[config.mk]
export PLATFORM = sky130hd
export DESIGN_NAME = ac_phase_dimmer_top
export DESIGN_NICKNAME = d
export VERILOG_FILES = /design/src/sv/apd_pkg.sv /design/src/sv/ac_phase_dimmer_top.sv /design/src/sv/apd_in_stage.sv /design/src/sv/apd_timer.sv
export SDC_FILE = /design/constraint.sdc
export NUM_CORES = 1
export LEC_CHECK = 0
export ABC_CLOCK_PERIOD_IN_PS = 5400
export BUFFER_PORTS_ARGS = -buffer_cell sky130_fd_sc_hd__buf_2
export CAP_MARGIN = 20
export CORE_UTILIZATION = 40
export DETAILED_ROUTE_END_ITERATION = 10
export GPL_TIMING_DRIVEN = 0
export PLACE_DENSITY = 0.7
export SLEW_MARGIN = 10
export SYNTH_ARGS = -nofsm -noshare
export SYNTH_HDL_FRONTEND = slang
export SYNTH_HIERARCHICAL = 1
export SYNTH_SLANG_ARGS = --single-unit
[constraint.sdc]
create_clock -name clk_i -period 5.4 [get_ports clk_i]
set_input_delay 0.27 -clock clk_i [delete_from_list [all_inputs] [get_ports clk_i]]
set_output_delay 0.27 -clock clk_i [all_outputs]
set_load 0.03 [all_outputs]
[src/sv/apd_pkg.sv]
// Shared types, constants and arithmetic helpers for the phase-control dimmer.
// Used by every module of the dimmer; depends on nothing.
`timescale 1ns / 1ps

package apd_pkg;

  // Width of the measured half-period taken from each zero-crossing transfer
  localparam int unsigned PeriodWidth = 16;
  // Width of the period times level product
  localparam int unsigned ProdWidth   = PeriodWidth + 8;
  // Number of shifted terms in the divide-by-255 estimate
  localparam int unsigned DivTerms    = (ProdWidth - 1) / 8;

  localparam logic [7:0] LevelFull  = 8'd255;
  localparam logic [9:0] PulseReset = 10'd50;

  // Configuration register indexes
  typedef enum logic [0:0] {
    CfgDimmerMode = 1'b0,
    CfgGatePulse  = 1'b1
  } cfg_reg_e;

  // Request kinds carried by an input transfer
  typedef enum logic [0:0] {
    ReqTick     = 1'b0,
    ReqCrossing = 1'b1
  } req_type_e;

  // Dimming modes
  typedef enum logic [0:0] {
    ModeTrailing = 1'b0,
    ModeLeading  = 1'b1
  } dim_mode_e;

  typedef struct packed {
    logic        req_type;
    logic [7:0]  level;
    logic [15:0] half_period_us;
  } in_item_t;

  typedef struct packed {
    logic gate;
    logic timing_pending;
  } out_item_t;

  // Item held in the input stage, with the scaled period already formed
  typedef struct packed {
    logic                 req_type;
    logic [7:0]           level;
    logic [ProdWidth-1:0] product;
  } stage_item_t;

  // Low PeriodWidth bits of the 16-bit period field, zero-extended if wider
  function automatic logic [PeriodWidth-1:0] period_of(input logic [15:0] field);
    logic [PeriodWidth+15:0] ext;
    ext = {{PeriodWidth{1'b0}}, field};
    return ext[PeriodWidth-1:0];
  endfunction

  // Exact x / 255: shift-add estimate from below, then a small remainder fix
  function automatic logic [PeriodWidth-1:0] div255(input logic [ProdWidth-1:0] x);
    logic [ProdWidth-1:0] est;
    logic [ProdWidth-1:0] rem_full;
    logic [10:0]          rem;
    logic [11:0]          fix_sum;
    logic [ProdWidth-1:0] quo;
    est = '0;
    for (int unsigned i = 1; i <= DivTerms; i++) begin
      est = est + (x >> (8 * i));
    end
    // remainder x - 255*est stays below 2048
    rem_full = x - (est << 8) + est;
    rem      = rem_full[10:0];
    fix_sum  = {1'b0, rem} + 12'd1 + {9'd0, rem[10:8]};
    quo      = est + {{(ProdWidth-4){1'b0}}, fix_sum[11:8]};
    return quo[PeriodWidth-1:0];
  endfunction

endpackage

[src/sv/ac_phase_dimmer_top.sv]
// Top level of the phase-control dimmer gate driver: configuration registers
// and the two pipeline stages. Depends on apd_pkg, apd_in_stage, apd_timer.
`timescale 1ns / 1ps

// Every input transfer (a microsecond tick or a zero crossing) yields exactly
// one result transfer with the gate level and a timing-pending flag. The block
// takes one item per clock cycle while results are accepted. The input stage
// registers each transfer with the period times level product; the timer stage
// divides it by 255, registers the result and updates the single phase/pulse
// timer, the one state update that limits throughput to one item a cycle.
// Configuration writes (mode, gate pulse width) take effect on the next
// cycle and must be made while no transfer is in flight.
module ac_phase_dimmer_top (
  input  logic                clk_i,
  input  logic                rst_ni,
  input  logic                cfg_we_i,
  input  logic [0:0]          cfg_idx_i,
  input  logic [9:0]          cfg_wdata_i,
  input  logic                in_valid_i,
  output logic                in_ready_o,
  input  apd_pkg::in_item_t   in_item_i,
  output logic                out_valid_o,
  input  logic                out_ready_i,
  output apd_pkg::out_item_t  out_item_o
);

  logic                 mode_q;
  logic [9:0]           pulse_ticks_q;
  logic                 stage_valid;
  logic                 stage_ready;
  apd_pkg::stage_item_t stage_item;

  // Configuration registers
  always_ff @(posedge clk_i or negedge rst_ni) begin
    if (!rst_ni) begin
      mode_q        <= apd_pkg::ModeTrailing;
      pulse_ticks_q <= apd_pkg::PulseReset;
    end else if (cfg_we_i) begin
      case (apd_pkg::cfg_reg_e'(cfg_idx_i))
        apd_pkg::CfgDimmerMode: mode_q        <= cfg_wdata_i[0];
        apd_pkg::CfgGatePulse:  pulse_ticks_q <= cfg_wdata_i;
        default: ;
      endcase
    end
  end

  apd_in_stage u_in_stage (
    .clk_i         (clk_i),
    .rst_ni        (rst_ni),
    .mode_i        (mode_q),
    .in_valid_i    (in_valid_i),
    .in_ready_o    (in_ready_o),
    .in_item_i     (in_item_i),
    .stage_valid_o (stage_valid),
    .stage_ready_i (stage_ready),
    .stage_item_o  (stage_item)
  );

  apd_timer u_timer (
    .clk_i         (clk_i),
    .rst_ni        (rst_ni),
    .mode_i        (mode_q),
    .pulse_ticks_i (pulse_ticks_q),
    .stage_valid_i (stage_valid),
    .stage_ready_o (stage_ready),
    .stage_item_i  (stage_item),
    .out_valid_o   (out_valid_o),
    .out_ready_i   (out_ready_i),
    .out_item_o    (out_item_o)
  );

endmodule

[src/sv/apd_in_stage.sv]
// Input stage of the dimmer: registers an accepted transfer together with
// the period times level product. Depends on apd_pkg.
`timescale 1ns / 1ps

module apd_in_stage (
  input  logic                clk_i,
  input  logic                rst_ni,
  input  logic                mode_i,
  input  logic                in_valid_i,
  output logic                in_ready_o,
  input  apd_pkg::in_item_t   in_item_i,
  output logic                stage_valid_o,
  input  logic                stage_ready_i,
  output apd_pkg::stage_item_t stage_item_o
);

  logic                        valid_q, valid_d;
  apd_pkg::stage_item_t        item_q;
  logic                        accept;
  logic [7:0]                  scale;
  logic [apd_pkg::PeriodWidth-1:0] period;

  // Stage frees up when empty or when its item moves on
  assign in_ready_o = !valid_q || stage_ready_i;
  assign accept     = in_valid_i && in_ready_o;

  // Trailing mode scales by level, leading mode by the remaining phase
  assign scale  = (mode_i == apd_pkg::ModeLeading) ? (apd_pkg::LevelFull - in_item_i.level)
                                                   : in_item_i.level;
  assign period = apd_pkg::period_of(in_item_i.half_period_us);

  always_comb begin
    valid_d = valid_q;
    if (accept) begin
      valid_d = 1'b1;
    end else if (stage_ready_i) begin
      valid_d = 1'b0;
    end
  end

  always_ff @(posedge clk_i or negedge rst_ni) begin
    if (!rst_ni) begin
      valid_q <= 1'b0;
    end else begin
      valid_q <= valid_d;
    end
  end

  // Payload register, no reset
  always_ff @(posedge clk_i) begin
    if (accept) begin
      item_q.req_type <= in_item_i.req_type;
      item_q.level    <= in_item_i.level;
      item_q.product  <= {8'd0, period} * {{(apd_pkg::PeriodWidth){1'b0}}, scale};
    end
  end

  assign stage_valid_o = valid_q;
  assign stage_item_o  = item_q;

endmodule

[src/sv/apd_timer.sv]
// Phase timer and gate state of the dimmer, plus the result register.
// Consumes items from apd_in_stage. Depends on apd_pkg.
`timescale 1ns / 1ps

module apd_timer (
  input  logic                 clk_i,
  input  logic                 rst_ni,
  input  logic                 mode_i,
  input  logic [9:0]           pulse_ticks_i,
  input  logic                 stage_valid_i,
  output logic                 stage_ready_o,
  input  apd_pkg::stage_item_t stage_item_i,
  output logic                 out_valid_o,
  input  logic                 out_ready_i,
  output apd_pkg::out_item_t   out_item_o
);

  logic [apd_pkg::PeriodWidth-1:0] phase_count_q, phase_count_d;
  logic                            phase_armed_q, phase_armed_d;
  logic [9:0]                      pulse_count_q, pulse_count_d;
  logic                            pulse_armed_q, pulse_armed_d;
  logic                            gate_level_q, gate_level_d;
  logic                            out_valid_q, out_valid_d;
  apd_pkg::out_item_t              out_item_q;
  logic                            fire;
  logic [apd_pkg::PeriodWidth-1:0] delay;

  assign stage_ready_o = !out_valid_q || out_ready_i;
  assign fire          = stage_valid_i && stage_ready_o;
  assign delay         = apd_pkg::div255(stage_item_i.product);

  // Next timer and gate state for the item in the input stage
  always_comb begin
    phase_count_d = phase_count_q;
    phase_armed_d = phase_armed_q;
    pulse_count_d = pulse_count_q;
    pulse_armed_d = pulse_armed_q;
    gate_level_d  = gate_level_q;
    if (stage_item_i.req_type == apd_pkg::ReqTick) begin
      // pulse counter first
      if (pulse_armed_q) begin
        if (pulse_count_q <= 10'd1) begin
          pulse_armed_d = 1'b0;
          pulse_count_d = '0;
          gate_level_d  = 1'b0;
        end else begin
          pulse_count_d = pulse_count_q - 10'd1;
        end
      end
      // then the phase delay; expiry acts on the current mode
      if (phase_armed_q) begin
        if (phase_count_q <= {{(apd_pkg::PeriodWidth-1){1'b0}}, 1'b1}) begin
          phase_armed_d = 1'b0;
          phase_count_d = '0;
          if (mode_i == apd_pkg::ModeTrailing) begin
            gate_level_d = 1'b0;
          end else begin
            gate_level_d  = 1'b1;
            pulse_count_d = pulse_ticks_i;
            pulse_armed_d = 1'b1;
          end
        end else begin
          phase_count_d = phase_count_q - {{(apd_pkg::PeriodWidth-1){1'b0}}, 1'b1};
        end
      end
    end else begin
      // zero crossing restarts all timing
      phase_armed_d = 1'b0;
      phase_count_d = '0;
      pulse_armed_d = 1'b0;
      pulse_count_d = '0;
      if (mode_i == apd_pkg::ModeTrailing) begin
        if (stage_item_i.level == 8'd0) begin
          gate_level_d = 1'b0;
        end else begin
          gate_level_d = 1'b1;
          if (stage_item_i.level != apd_pkg::LevelFull) begin
            phase_count_d = delay;
            phase_armed_d = 1'b1;
          end
        end
      end else begin
        gate_level_d  = 1'b0;
        phase_count_d = delay;
        phase_armed_d = 1'b1;
      end
    end
  end

  // Result register handshake
  always_comb begin
    out_valid_d = out_valid_q;
    if (fire) begin
      out_valid_d = 1'b1;
    end else if (out_ready_i) begin
      out_valid_d = 1'b0;
    end
  end

  always_ff @(posedge clk_i or negedge rst_ni) begin
    if (!rst_ni) begin
      phase_count_q <= '0;
      phase_armed_q <= 1'b0;
      pulse_count_q <= '0;
      pulse_armed_q <= 1'b0;
      gate_level_q  <= 1'b0;
      out_valid_q   <= 1'b0;
    end else begin
      out_valid_q <= out_valid_d;
      if (fire) begin
        phase_count_q <= phase_count_d;
        phase_armed_q <= phase_armed_d;
        pulse_count_q <= pulse_count_d;
        pulse_armed_q <= pulse_armed_d;
        gate_level_q  <= gate_level_d;
      end
    end
  end

  // Result payload, no reset
  always_ff @(posedge clk_i) begin
    if (fire) begin
      out_item_q.gate           <= gate_level_d;
      out_item_q.timing_pending <= phase_armed_d || pulse_armed_d;
    end
  end

  assign out_valid_o = out_valid_q;
  assign out_item_o  = out_item_q;

  // Only one of the two timers runs at a time
  assert property (@(posedge clk_i) disable iff (!rst_ni)
    !(pulse_armed_q && phase_armed_q))
    else $error("phase delay and gate pulse armed together");

  // A running gate pulse always has the gate driven high
  assert property (@(posedge clk_i) disable iff (!rst_ni)
    pulse_armed_q |-> gate_level_q)
    else $error("gate pulse armed with gate low");

  // A zero crossing cancels any gate pulse
  assert property (@(posedge clk_i) disable iff (!rst_ni)
    (fire && stage_item_i.req_type == apd_pkg::ReqCrossing) |=> !pulse_armed_q)
    else $error("gate pulse survived a zero crossing");

  // The result transfer reports the gate state just stored
  assert property (@(posedge clk_i) disable iff (!rst_ni)
    fire |=> (out_item_q.gate == gate_level_q &&
              out_item_q.timing_pending == (phase_armed_q || pulse_armed_q)))
    else $error("result does not match timer state");

endmodule

# ---- Word level (Yosys, flattened, before mapping)
# Index checks and enable logic that the tools add are counted.
dict set report totals {
  ff_bits 77
  latch_bits 0
  ram_bits 0
  mem_bits_ro 0
  input_bits 41
  output_inout_bits 4
  word_cells 79
  mem_count 0
}
dict set report op_classes {
  add_sub_neg 9
  n_mul 1
  n_div 0
  n_lt_le_gt_ge 2
  eq_ne 1
  shifts 0
  n_mux 37
  n_bitwise 1
  n_reduce_logical 14
}
# operator count
set op_table {}
lappend op_table {{16-bit two-way mux} 6}
lappend op_table {{10-bit two-way mux} 6}
lappend op_table {{16-bit by 8-bit multiplier with 24-bit output} 1}
lappend op_table {{1-bit two-way mux} 24}
lappend op_table {{16-bit by 4-bit adder with 16-bit output} 1}
lappend op_table {{16-bit by 8-bit adder with 16-bit output} 1}
lappend op_table {{16-bit by 1-bit less-or-equal comparator with 1-bit output (second input constant)} 1}
lappend op_table {{16-bit by 1-bit subtractor with 16-bit output (second input constant)} 1}
lappend op_table {{11-bit by 1-bit adder with 12-bit output (second input constant)} 1}
lappend op_table {{12-bit by 3-bit adder with 12-bit output} 1}
lappend op_table {{11-bit adder} 1}
lappend op_table {{11-bit subtractor} 1}
lappend op_table {{10-bit by 1-bit less-or-equal comparator with 1-bit output (second input constant)} 1}
lappend op_table {{10-bit by 1-bit subtractor with 10-bit output (second input constant)} 1}
lappend op_table {{8-bit zero test} 1}
lappend op_table {{8-bit two-way mux} 1}
lappend op_table {{8-bit inequality test (second input constant)} 1}
lappend op_table {{8-bit subtractor (first input constant)} 1}
lappend op_table {{2-bit AND reduction} 3}
lappend op_table {{2-bit nonzero test} 3}
lappend op_table {{1-bit logical OR} 3}
lappend op_table {{1-bit logical AND} 2}
lappend op_table {{1-bit zero test} 2}
lappend op_table {{1-bit inverter} 1}

# ---- Depth between registers and ports, before layout
# Gate-level depths: netlist (run 1).
dict set report depth {
  depth_word 10
  depth_mapped 28
  mapped_depth_nobuf 28
}

# ---- By module
# Netlist (run 1), hierarchy kept.
# mod instances cells_per_inst area_per_inst_um2 seq_area_each_um2
set modules_own_cells {}
lappend modules_own_cells {apd_in_stage 1 538 5307.6 1016.0}
lappend modules_own_cells {apd_timer 1 447 3644.7 810.8}
lappend modules_own_cells {ac_phase_dimmer_top 1 24 420.4 279.0}

# ---- Worst setup path before layout (run 1)
# OpenSTA, ideal clock, no wires.
dict set report synth_timing {
  path_type {reg2reg}
  from {register u_in_stage.item_q (netlist bit u_in_stage/stage_item_o[16])}
  to {register u_timer/phase_count_q[14] (netlist bit)}
  setup_ns 0.134
  t_arrival_ns 5.769
  t_required_ns 5.266
  path_slack_ns -0.504
  path_stages_with_launch 28
  path_buffers 0
  period_less_slack_ns 5.904
  path_cell_list {edfxtp_1 ha_1 fa_1 a211oi_2 nor2_1 xnor2_1 ha_1 inv_1 ha_1 a21oi_1 a32oi_1 a21o_1 a21oi_1 xnor2_1 ha_1 a21oi_1 or3_1 o211a_1 and2_1 ha_1 fa_1 a21o_1 a21oi_1 nor4_1 nand4_1 o21ai_0 mux2i_1 o211ai_1}
}
dict set report synth_via {
  elab_chain_len 10
}
# item line
set synth_rtl {}
lappend synth_rtl {{start: declaration} apd_in_stage.sv:18} ;# apd_pkg::stage_item_t item_q;
lappend synth_rtl {{16-bit by 8-bit adder with 16-bit output (*)} apd_pkg.sv:69} ;# est = est + (x >> (8 * i));
lappend synth_rtl {{11-bit subtractor} apd_pkg.sv:72} ;# rem_full = x - (est << 8) + est;
lappend synth_rtl {{11-bit adder} apd_pkg.sv:72}
lappend synth_rtl {{11-bit by 1-bit adder with 12-bit output} apd_pkg.sv:74} ;# fix_sum = {1'b0, rem} + 12'd1 + {9'd0, rem[10:8]};
lappend synth_rtl {{12-bit by 3-bit adder with 12-bit output} apd_pkg.sv:74}
lappend synth_rtl {{16-bit by 4-bit adder with 16-bit output (*)} apd_pkg.sv:75} ;# quo = est + {{(ProdWidth-4){1'b0}}, fix_sum[11:8]};
lappend synth_rtl {{16-bit two-way mux} apd_timer.sv:77} ;# if (stage_item_i.level != apd_pkg::LevelFull) begin
lappend synth_rtl {{16-bit two-way mux} apd_timer.sv:73} ;# if (stage_item_i.level == 8'd0) begin
lappend synth_rtl {{16-bit two-way mux (*)} apd_timer.sv:72} ;# if (mode_i == apd_pkg::ModeTrailing) begin
lappend synth_rtl {{16-bit two-way mux (*)} apd_timer.sv:39} ;# if (stage_item_i.req_type == apd_pkg::ReqTick) begin
lappend synth_rtl {{end signal: assignment} apd_timer.sv:111} ;# phase_count_q <= phase_count_d;
lappend synth_rtl {{end: declaration} apd_timer.sv:18} ;# logic [apd_pkg::PeriodWidth-1:0] phase_count_q, phase_count_d;
# Every way passes the cells marked *; elsewhere a longest branch is shown, timed or not.
# A chain may end at the register's enable or synchronous reset.

# ---- Worst setup path in the final report (run 1)
dict set report layout_timing {
  from {register u_in_stage.item_q (netlist bit u_in_stage/stage_item_o[9])}
  to {register u_timer/phase_count_q[12] (netlist bit)}
}
dict set report layout_via {
  elab_chain_len 10
}
# item line
set layout_rtl {}
lappend layout_rtl {{16-bit by 8-bit adder with 16-bit output} apd_pkg.sv:69}
lappend layout_rtl {{11-bit subtractor} apd_pkg.sv:72}
lappend layout_rtl {{11-bit adder} apd_pkg.sv:72}
lappend layout_rtl {{11-bit by 1-bit adder with 12-bit output} apd_pkg.sv:74}
lappend layout_rtl {{12-bit by 3-bit adder with 12-bit output} apd_pkg.sv:74}
lappend layout_rtl {{16-bit by 4-bit adder with 16-bit output (*)} apd_pkg.sv:75}
lappend layout_rtl {{16-bit two-way mux} apd_timer.sv:77}
lappend layout_rtl {{16-bit two-way mux} apd_timer.sv:73}
lappend layout_rtl {{16-bit two-way mux (*)} apd_timer.sv:72}
lappend layout_rtl {{16-bit two-way mux (*)} apd_timer.sv:39}
# Marked as above.

==> impl_metrics.json, run 1 <==
{
  "min_path_type": "in -> async",
  "antenna_left": 0,
  "final_min_period_over_clock_period": 1.058,
  "global_route_wire_length_before_repair_mm": 37.53,
  "fmax_ghz": 0.1751,
  "crit_path_end_kind": "flip-flop",
  "synth.cell_area_mm2": 0.009373,
  "floorplan.io_pins": 45,
  "synth-seq-area-share": 0.2247,
  "ys_async_sr_fraction": 0.5455,
  "die_w_um": 155.1,
  "die_footprint_mm2": 0.02405,
  "detailedPlacementHpwl_mm": 16.75,
  "cts.reportedPaths.clkPinSlew_ns": 0.06,
  "antenna_cells_inserted": 0,
  "via_count_of_the_first_global_routing_pass": 7585,
  "met2_usage": 0.3346,
  "edff_count_synth": 35,
  "numCtsBuffers": 9,
  "syn_nets": 1214,
  "via_count": 7565,
  "slew_viol_final": 0,
  "grt_max_degree": 43,
  "crit_path_top_delay_cell": "edfxtp_1",
  "tightestPinTransition_ns": 0.9331,
  "number_of_design_rule_violations_left_after_detail_routing": 0,
  "timing.slew.headroom": 0.3779,
  "fin_tns_setup_ns": -2.687,
  "global_route.usage.met3": 0.02730,
  "global_route.overflow_total": 0,
  "arrival_ns": 5.92,
  "synth.yosys.warnings": 6,
  "core-area_mm2": 0.02278,
  "fraction_of_the_mapped_netlist_area_in_compound_gates": 0.1354,
  "cts_hold_buf": 0,
  "outcome": "finished with violations",
  "yosysUniqueCellTypes": 82,
  "crit_path_setup_slack_layout_ns": -0.3110,
  "gpl_wtd_cong": 0.8409,
  "finalClockSkew_ns": 0.007151,
  "io_buffers": 44,
  "synth-simple-area-share": 0.1949,
  "post_synth_xor_area_fraction": 0.06875,
  "netlist_instances": 1009,
  "data_required_critical_path_ns": 5.61,
  "antenna_found_initial": 0,
  "setup.worst_path.start_class": "flip-flop",
  "detail_route.wirelength_mm": 22.74,
  "critical_path_peak_fanout": 3,
  "synth_ff_type": "dfrtp_1",
  "placement_rows": 55,
  "crit_type": "reg -> reg",
  "filler_cell_count": 2068,
  "area_growth_syn_to_layout_pct": 19.24,
  "global_route.usage.met1": 0.2453,
  "chipHeight_um": 155.1,
  "cap_violations": 0,
  "layout-drive-gt1-share": 0.2007,
  "cts_num_sinks": 77,
  "grt_util_all_layers": 0.1930,
  "synth.mux.area_fraction": 0.01789,
  "syn_area_per_cell_um2": 9.289,
  "cts_tree": "done",
  "number_of_nets_in_the_final_layout": 1311,
  "h-tree-depth": 3,
  "layout_min_cycle_time_ns": 5.711,
  "ys_ff_latch": 77,
  "slowest_delay_ns": 0.42,
  "initial_standard_cell_utilization_of_the_core": 0.4115,
  "finalSetupViolations": 13,
  "timing_hold_violations_final": 0,
  "clock_latency_ns": 0.34,
  "synth_top_family_by_area": "adder cells",
  "via_per_inst": 5.313,
  "clk_buf_depth": 2,
  "synth_fa_ha_area_frac": 0.2886,
  "drt-wirelength-per-cell_um": 15.97,
  "detail_route.first_pass.iterations": 5,
  "rsz0062_at_grt": "yes",
  "violations_in_the_final_reports": "negative setup slack",
  "detail_route.iter0.violations": 398,
  "ctsRootBufferMaster": "clkbuf_16",
  "grt.busiest_layer": "met2"
}
-- layout by cell type, fill, tap and decap left out, drive strengths merged, types with 20 or more instances in the layout --
cell / instances
inv: 141
and2: 104
buf: 100
fa: 87
ha: 77
nand2: 71
a21oi: 64
o21ai: 49
nor2: 46
xnor2: 46
dfrtp: 39
edfxtp: 35
nor3: 25
xor2: 25
clkbuf: 20
-- state kept, by name (all words and copies together), names as in the netlist --
name and flops:
u_in_stage/stage_item_o 33, u_timer/out_valid_o 1, mode_q 1, u_timer/phase_armed_q 1, u_timer/phase_count_q 16, u_in_stage/stage_valid_o 1
pulse_ticks_q 10, u_timer/pulse_armed_q 1, u_timer/pulse_count_q 10, u_timer/gate_level_q 1, u_timer/out_item_o 2
-- layout make-up --
class,instances,area (µm²),share of cell area
Timing Repair Buffer,86,546.8,0.04893
Inverter,138,520.5,0.04657
Clock buffer,12,267.8,0.02396
Buffer,22,173.9,0.01556
Tap cell,313,391.6,0.03504
Multi-Input combinational cell,772,7133,0.6383
Sequential cell,77,2107,0.1885
Clock inverter,4,35.03,0.003135
-- synthesized netlist by cell type, drive strengths merged (14+ instances only) --
| cell | instances | share of area |
|---|---|---|
| a21oi | 64 | 0.035 |
| and2 | 104 | 0.069 |
| dfrtp | 39 | 0.10 |
| edfxtp | 35 | 0.11 |
| fa | 87 | 0.19 |
| ha | 77 | 0.10 |
| inv | 137 | 0.055 |
| mux2 | 14 | 0.017 |
| nand2 | 71 | 0.030 |
| nand2b | 14 | 0.0093 |
| nor2 | 46 | 0.018 |
| nor3 | 25 | 0.015 |
| o21ai | 49 | 0.027 |
| xnor2 | 46 | 0.044 |
| xor2 | 25 | 0.025 |
-- worst max-delay path, delay by kind of cell, from the launching register on --
family	cells	cell delay, ns
AOI/OAI and AO/OA	11	1.79
buffers and inverters	1	0.09
adders and majority gates	6	1.64
and+or+nand+nor	7	1.05
xor gates and xnor gates	3	0.58
DFF	1	0.42
-- metrics by stage --
step	hold slack (ns)	area (µm²)	utilization	cells	setup slack [ns]
4_1_cts	0.1054	10880	0.4778	1408	-0.2832
6_report	0.06798	11180	0.4906	1424	-0.3110
5_1_grt	0.1066	11180	0.4906	1424	-0.5694
2_1_floorplan	-0.02559	9490	-	1009	-0.02754
3_5_place_dp	0.4565	10100	0.4436	1366	-0.6668
3_3_place_gp	0.4482	10100	0.4435	1366	-0.6013
-- worst paths after layout --
kind | from | endpoint | slack [ns] | depth (start not counted)
max | u_in_stage/stage_item_o[9] | u_timer/phase_count_q[12] | -0.31 | 28
min | rst_ni | u_timer/phase_count_q[0] | 0.07 | 1
max reg2reg | u_in_stage/stage_item_o[9] | u_timer/phase_count_q[12] | -0.31 | 28
min reg2reg | pulse_ticks_q[2] | pulse_ticks_q[2] | 0.51 | 1
max in group asynchronous | rst_ni | mode_q | 4.68 | 1
min in group clk_i | in_item_i[24] | u_in_stage/stage_item_o[32] | 0.11 | 1
-- cell families after synthesis --
group / after synthesis
buffers and inverters: 160
multiplexers: 15
flip-flops: 77
AO/OA/AOI/OAI: 196
XOR/XNOR: 71
adder cells (fa/ha/maj): 164
AND/OR/NAND/NOR: 326
-- layer usage --
| layer | up-vias | wire length (µm) |
|---|---|---|
| li1 | 3589 | - |
| met1 | 3704 | 9589 |
| met2 | 221 | 11380 |
| met3 | 51 | 1010 |
| met4 | 0 | 754 |
| met5 | - | 0 |
-- what timing repair did --
action	in CTS	in global routing
gates resized for setup	47	46
buffers inserted	26	16
pin swaps	33	42
endpoints found under the hold margin	0	0
endpoints found under the setup margin	31	27
Power of run 1 is left out: the tool's default activity adds up to more than one toggle a clock period on the data nets, which glitch-free logic cannot reach.
==> run 2, diff against run 1 <==
--- a/config.mk
+++ b/config.mk
@@ -8,6 +8,7 @@
 export ABC_CLOCK_PERIOD_IN_PS = 5400
 export BUFFER_PORTS_ARGS = -buffer_cell sky130_fd_sc_hd__buf_2
 export CAP_MARGIN = 20
+export CORE_ASPECT_RATIO = 1.1
 export CORE_UTILIZATION = 40
 export DETAILED_ROUTE_END_ITERATION = 10
 export GPL_TIMING_DRIVEN = 0
==> run 2 against run 1 <==
  * Via count fell by 2.6%
  * The flow still finishes with violations (negative setup slack)
  * Highest routed layer unchanged
  * Critical path depth is 3 lower
  * Largest cell class unchanged
  * Clock skew up 0.0033 ns
  * Non-clock buffer count fell by 3
  * Worst hold slack lost 0.0087 ns
==> impl_metrics.json, run 2 (synthesis gave the netlist of run 1 again) <==
{
  "numCtsBuffers": 9,
  "data_required_critical_path_ns": 5.62,
  "ctsRootBufferMaster": "clkbuf_16",
  "antenna_cells_inserted": 0,
  "arrival_ns": 5.81,
  "cts_tree": "done",
  "via_count": 7371,
  "finalClockSkew_ns": 0.01049,
  "global_route_wire_length_before_repair_mm": 35.36,
  "number_of_nets_in_the_final_layout": 1308,
  "clock_latency_ns": 0.35,
  "cts_num_sinks": 77,
  "final_common_cell": "inv_1",
  "chipHeight_um": 162.5,
  "io_buffers": 44,
  "layout-drive-gt1-share": 0.2085,
  "cts_hold_buf": 0,
  "clk_buf_depth": 2,
  "crit_path_end_kind": "flip-flop",
  "min_path_type": "in -> async",
  "hold-worst-slack_ns": 0.05926,
  "crit_path_setup_slack_layout_ns": -0.1896,
  "area_growth_syn_to_layout_pct": 19.46,
  "max_ffs_per_register": 33,
  "detail_route.iter0.violations": 313,
  "grt_util_all_layers": 0.1832,
  "global_route.overflow_total": 0,
  "detailedPlacementHpwl_mm": 16.32,
  "outcome": "finished with violations",
  "detail_route.first_pass.iterations": 5,
  "layout_min_cycle_time_ns": 5.590,
  "tightestPinTransition_ns": 0.9505,
  "detail_route.wirelength_mm": 21.33,
  "timing.slew.headroom": 0.3663,
  "cap_violations": 0,
  "finalSetupViolations": 9,
  "gpl_wtd_cong": 0.8531,
  "via_count_of_the_first_global_routing_pass": 7473,
  "filler_cell_count": 2108,
  "die_w_um": 148.0,
  "h-tree-depth": 3,
  "area_of_the_multi_input_gates_mm2": 0.007179,
  "violations_in_the_final_reports": "negative setup slack",
  "rsz0062_at_grt": "yes",
  "crit-reg2reg-launch": "u_in_stage/stage_item_o[16]",
  "worst-r2r-cell-count": 25,
  "cts.reportedPaths.clkPinSlew_ns": 0.07,
  "critPathLaunch": "u_in_stage/stage_item_o[16]",
  "drt-wirelength-per-cell_um": 15.15,
  "reg2reg_setup_slack_ns": -0.19,
  "worstReg2RegEnd": "u_timer/phase_count_q[14]",
  "core-area_mm2": 0.02293,
  "fmax_ghz": 0.1789,
  "timing_hold_violations_final": 0,
  "setup.worst_path.end": "u_timer/phase_count_q[14]",
  "most_used_cells_in_the_layout_excluding_fill_and_tap_cells": "134 x inv_1, 102 x and2_1, 85 x fa_1",
  "antenna_left": 0,
  "seq_area_mm2": 0.002107,
  "die_footprint_mm2": 0.02405,
  "antenna_found_initial": 0,
  "crit_type": "reg -> reg",
  "placement_rows": 58,
  "slew_viol_final": 0,
  "setup.worst_path.start_class": "flip-flop",
  "number_of_design_rule_violations_left_after_detail_routing": 0,
  "initial_standard_cell_utilization_of_the_core": 0.4087,
  "final_min_period_over_clock_period": 1.035,
  "via_per_inst": 5.235,
  "critical_path_peak_fanout": 3,
  "grt_max_degree": 43,
  "floorplan.io_pins": 45
}
run 2: repair_timing:
| action | CTS | global route |
|---|---|---|
| setup endpoints to repair | 31 | 27 |
| buffers inserted | 26 | 13 |
| gates resized for setup | 51 | 54 |
| pin swaps | 20 | 43 |
run 2: cell type report:
cell class,count,share of cell area
clock inverter,7,0.007822
clock buffer,9,0.02011
timing repair buffer,83,0.04615
multi-input combinational,772,0.6412
tap,300,0.03352
sequential,77,0.1882
buffer,22,0.01654
inverter,138,0.04649
run 2: worst min path at each step:
stage          depth (start not counted)                          end          start  slack (ns)
2_1_floorplan                          0                       mode_q         rst_ni       -0.03
3_3_place_gp                           1  u_in_stage/stage_item_o[32]  in_item_i[24]        0.45
3_5_place_dp                           1  u_in_stage/stage_item_o[32]  in_item_i[24]        0.45
4_1_cts                                1  u_in_stage/stage_item_o[32]  in_item_i[24]        0.08
5_1_grt                                1  u_in_stage/stage_item_o[32]  in_item_i[24]        0.09
6_report                               1             pulse_ticks_q[2]         rst_ni        0.06
run 2: per-stage QoR:
step	cells	setup WS, ns	util	area (µm²)	setup TNS (ns)
after global routing	1408	-0.4052	0.4883	11200	-3.893
final	1408	-0.1896	0.4883	11200	-0.9934
after floorplan	1009	-0.02754	-	9490	-0.04609
after detailed placement	1353	-0.6430	0.4399	10090	-13.76
after global placement	1353	-0.6109	0.4398	10090	-11.85
after CTS	1395	-0.2053	0.4742	10880	-0.9084
run 2: layer usage:
metal,wire [µm],vias to the layer above,GRT usage
met5,0,-,0
met4,369,0,0.05998
met3,613,30,0.02353
met2,11220,134,0.3366
met1,9129,3613,0.2199
li1,-,3594,-
run 2: worst max-delay path: stages, from the launching register on:
cell      delay, ns
edfxtp_1       0.43
ha_2           0.22
fa_2           0.41
a211oi_4       0.36
o31ai_4        0.16
o22a_2         0.31
xor2_4         0.17
xnor2_2        0.14
ha_1           0.34
a21o_1         0.19
a21oi_2        0.18
xnor2_2        0.12
ha_4           0.29
a21oi_2        0.06
or3_1          0.35
o211a_1        0.12
and2_4         0.16
ha_4           0.16
fa_2           0.35
a21o_1         0.20
a21oi_2        0.16
nor4_2         0.06
nand4_1        0.12
o21ai_1        0.11
mux2i_1        0.17
o211ai_1       0.09
Power of run 2 is left out for the same reason.
==> run 3, diff against run 2 <==
--- a/config.mk
+++ b/config.mk
@@ -12,7 +12,6 @@
 export CORE_UTILIZATION = 40
 export DETAILED_ROUTE_END_ITERATION = 10
 export GPL_TIMING_DRIVEN = 0
-export PLACE_DENSITY = 0.7
 export SLEW_MARGIN = 10
 export SYNTH_ARGS = -nofsm -noshare
 export SYNTH_HDL_FRONTEND = slang
==> run 3 against run 2 <==
  * Highest routed layer unchanged
  * Sequential cell count stayed put
  * Final cell count is 0.21% higher
  * Sequential share of layout area is 0.14 points lower
  * Clock skew rose by 0.00096 ns
  * Setup slack got worse by 0.012 ns
  * The flow still finishes with violations (negative setup slack)
  * Utilization grew 0.36 points
  * Wire length is 1.3% higher
  * Via count down 1.5%
==> impl_metrics.json, run 3 (synthesis gave the netlist of run 1 again) <==
{
  "slew_viol_final": 0,
  "max_ffs_per_register": 33,
  "clock_latency_ns": 0.34,
  "drt-wirelength-per-cell_um": 15.31,
  "cts.reportedPaths.clkPinSlew_ns": 0.07,
  "antenna_found_initial": 0,
  "worstReg2RegEnd": "u_timer/phase_count_q[12]",
  "detailedPlacementHpwl_mm": 16.75,
  "data_required_critical_path_ns": 5.60,
  "final_min_period_over_clock_period": 1.037,
  "global_route.overflow_total": 0,
  "chipHeight_um": 162.5,
  "layout_min_cycle_time_ns": 5.602,
  "crit_path_frequent_cell": "buf_4",
  "global_route_wire_length_before_repair_mm": 36.26,
  "floorplan.io_pins": 45,
  "crit_path_top_delay_cell": "edfxtp_1",
  "clk_buf_depth": 2,
  "number_of_design_rule_violations_left_after_detail_routing": 0,
  "initial_standard_cell_utilization_of_the_core": 0.4087,
  "outcome": "finished with violations",
  "global_route.usage.met1": 0.2290,
  "reg2reg_setup_slack_ns": -0.20,
  "min_path_type": "in -> reg",
  "placement_rows": 58,
  "via_count": 7258,
  "via_count_of_the_first_global_routing_pass": 7510,
  "cts_num_sinks": 77,
  "via_per_inst": 5.144,
  "cts_tree": "done",
  "finalSetupViolations": 13,
  "fin_tns_setup_ns": -1.445,
  "crit_type": "reg -> reg",
  "finalClockSkew_ns": 0.01144,
  "crit_path_end_kind": "flip-flop",
  "tightestPinTransition_ns": 0.8186,
  "h-tree-depth": 3,
  "hold_path_depth": 1,
  "crit-reg2reg-launch": "u_in_stage/stage_item_o[16]",
  "arrival_ns": 5.80,
  "global_route.usage.met3": 0.02213,
  "number_of_nets_in_the_final_layout": 1311,
  "hp-start": "in_item_i[24]",
  "grt_max_degree": 43,
  "crit_path_setup_slack_layout_ns": -0.2019,
  "violations_in_the_final_reports": "negative setup slack",
  "rsz0062_at_grt": "yes",
  "detail_route.wirelength_mm": 21.61,
  "detail_route.first_pass.iterations": 5,
  "fmax_ghz": 0.1785,
  "antenna_cells_inserted": 0,
  "filler_cell_count": 2145,
  "grt.busiest_layer": "met2",
  "grt_util_all_layers": 0.1888,
  "gpl_wtd_cong": 0.8595,
  "timing.slew.headroom": 0.4500,
  "setup.worst_path.start_class": "flip-flop",
  "layout-drive-gt1-share": 0.2043,
  "final_common_cell": "inv_1",
  "numCtsBuffers": 9,
  "area_growth_syn_to_layout_pct": 20.34,
  "worst-r2r-cell-count": 28,
  "critPathLaunch": "u_in_stage/stage_item_o[16]",
  "die_w_um": 148.0,
  "die_footprint_mm2": 0.02405,
  "placed_cells": 1353,
  "most_used_cells_in_the_layout_excluding_fill_and_tap_cells": "134 x inv_1, 102 x and2_1, 85 x fa_1",
  "antenna_left": 0,
  "slowest_delay_ns": 0.47,
  "cap_violations": 0,
  "hold_critical_path_endpoint": "u_in_stage/stage_item_o[32]",
  "hold-worst-slack_ns": 0.1363,
  "io_buffers": 44,
  "met2_usage": 0.3407,
  "core-area_mm2": 0.02293,
  "critical_path_peak_fanout": 5,
  "ctsRootBufferMaster": "clkbuf_16",
  "timing_hold_violations_final": 0,
  "detail_route.iter0.violations": 242,
  "finish.cell_count_without_fillers": 1411
}
## run 3: timing repair
item / in CTS / in global routing
endpoints found under the hold margin: 0 / 10
hold buffers: 0 / 1
cloned: 0 / 0
pin swaps: 17 / 19
resized for setup: 51 / 48
buffers inserted: 32 / 8
endpoints found under the setup margin: 31 / 24
## run 3: worst max path at each step
stage	to	depth (start not counted)
after floorplan	u_timer/phase_count_q[14]	27
final	u_timer/phase_count_q[12]	28
after global routing	u_timer/phase_count_q[12]	30
after CTS	u_timer/phase_count_q[14]	26
after global placement	u_in_stage/stage_item_o[23]	18
after detailed placement	u_in_stage/stage_item_o[18]	18
## run 3: cell type report
cell class	count	area [µm²]	area share
plain buffers	22	185.2	0.01642
well taps	300	375.4	0.03328
inverters	138	518.0	0.04592
flip-flops and latches	77	2107	0.1868
multi-input cells	772	7187	0.6372
clock buffers	11	275.3	0.02440
repair buffers	86	583.1	0.05169
clock inverters	5	48.80	0.004326
## run 3: metal layers
layer	wire length, µm	vias up	part of all wire
met3	689	36	0.032
met1	9128	3484	0.42
met2	11190	145	0.52
li1	-	3593	-
met4	601	0	0.028
met5	0	-	0
## run 3: worst max-delay path: cells and delay by family, from the launching register on
family	cells	cell delay [ns]
AO/OA/AOI/OAI	8	1.32
XOR/XNOR	3	0.55
adder cells (fa/ha/maj)	6	1.60
buffers and inverters	6	0.71
flip-flops	1	0.47
AND/OR/NAND/NOR	5	0.79
## run 3: metrics by stage
step	utilization	setup slack (ns)	cell area [µm²]
6_report	0.4919	-0.2019	11280
5_1_grt	0.4919	-0.4207	11280
4_1_cts	0.4767	-0.2026	10930
3_5_place_dp	0.4399	-0.8245	10090
3_3_place_gp	0.4398	-0.7575	10090
2_1_floorplan	-	-0.02754	9490
Power of run 3 is left out for the same reason.
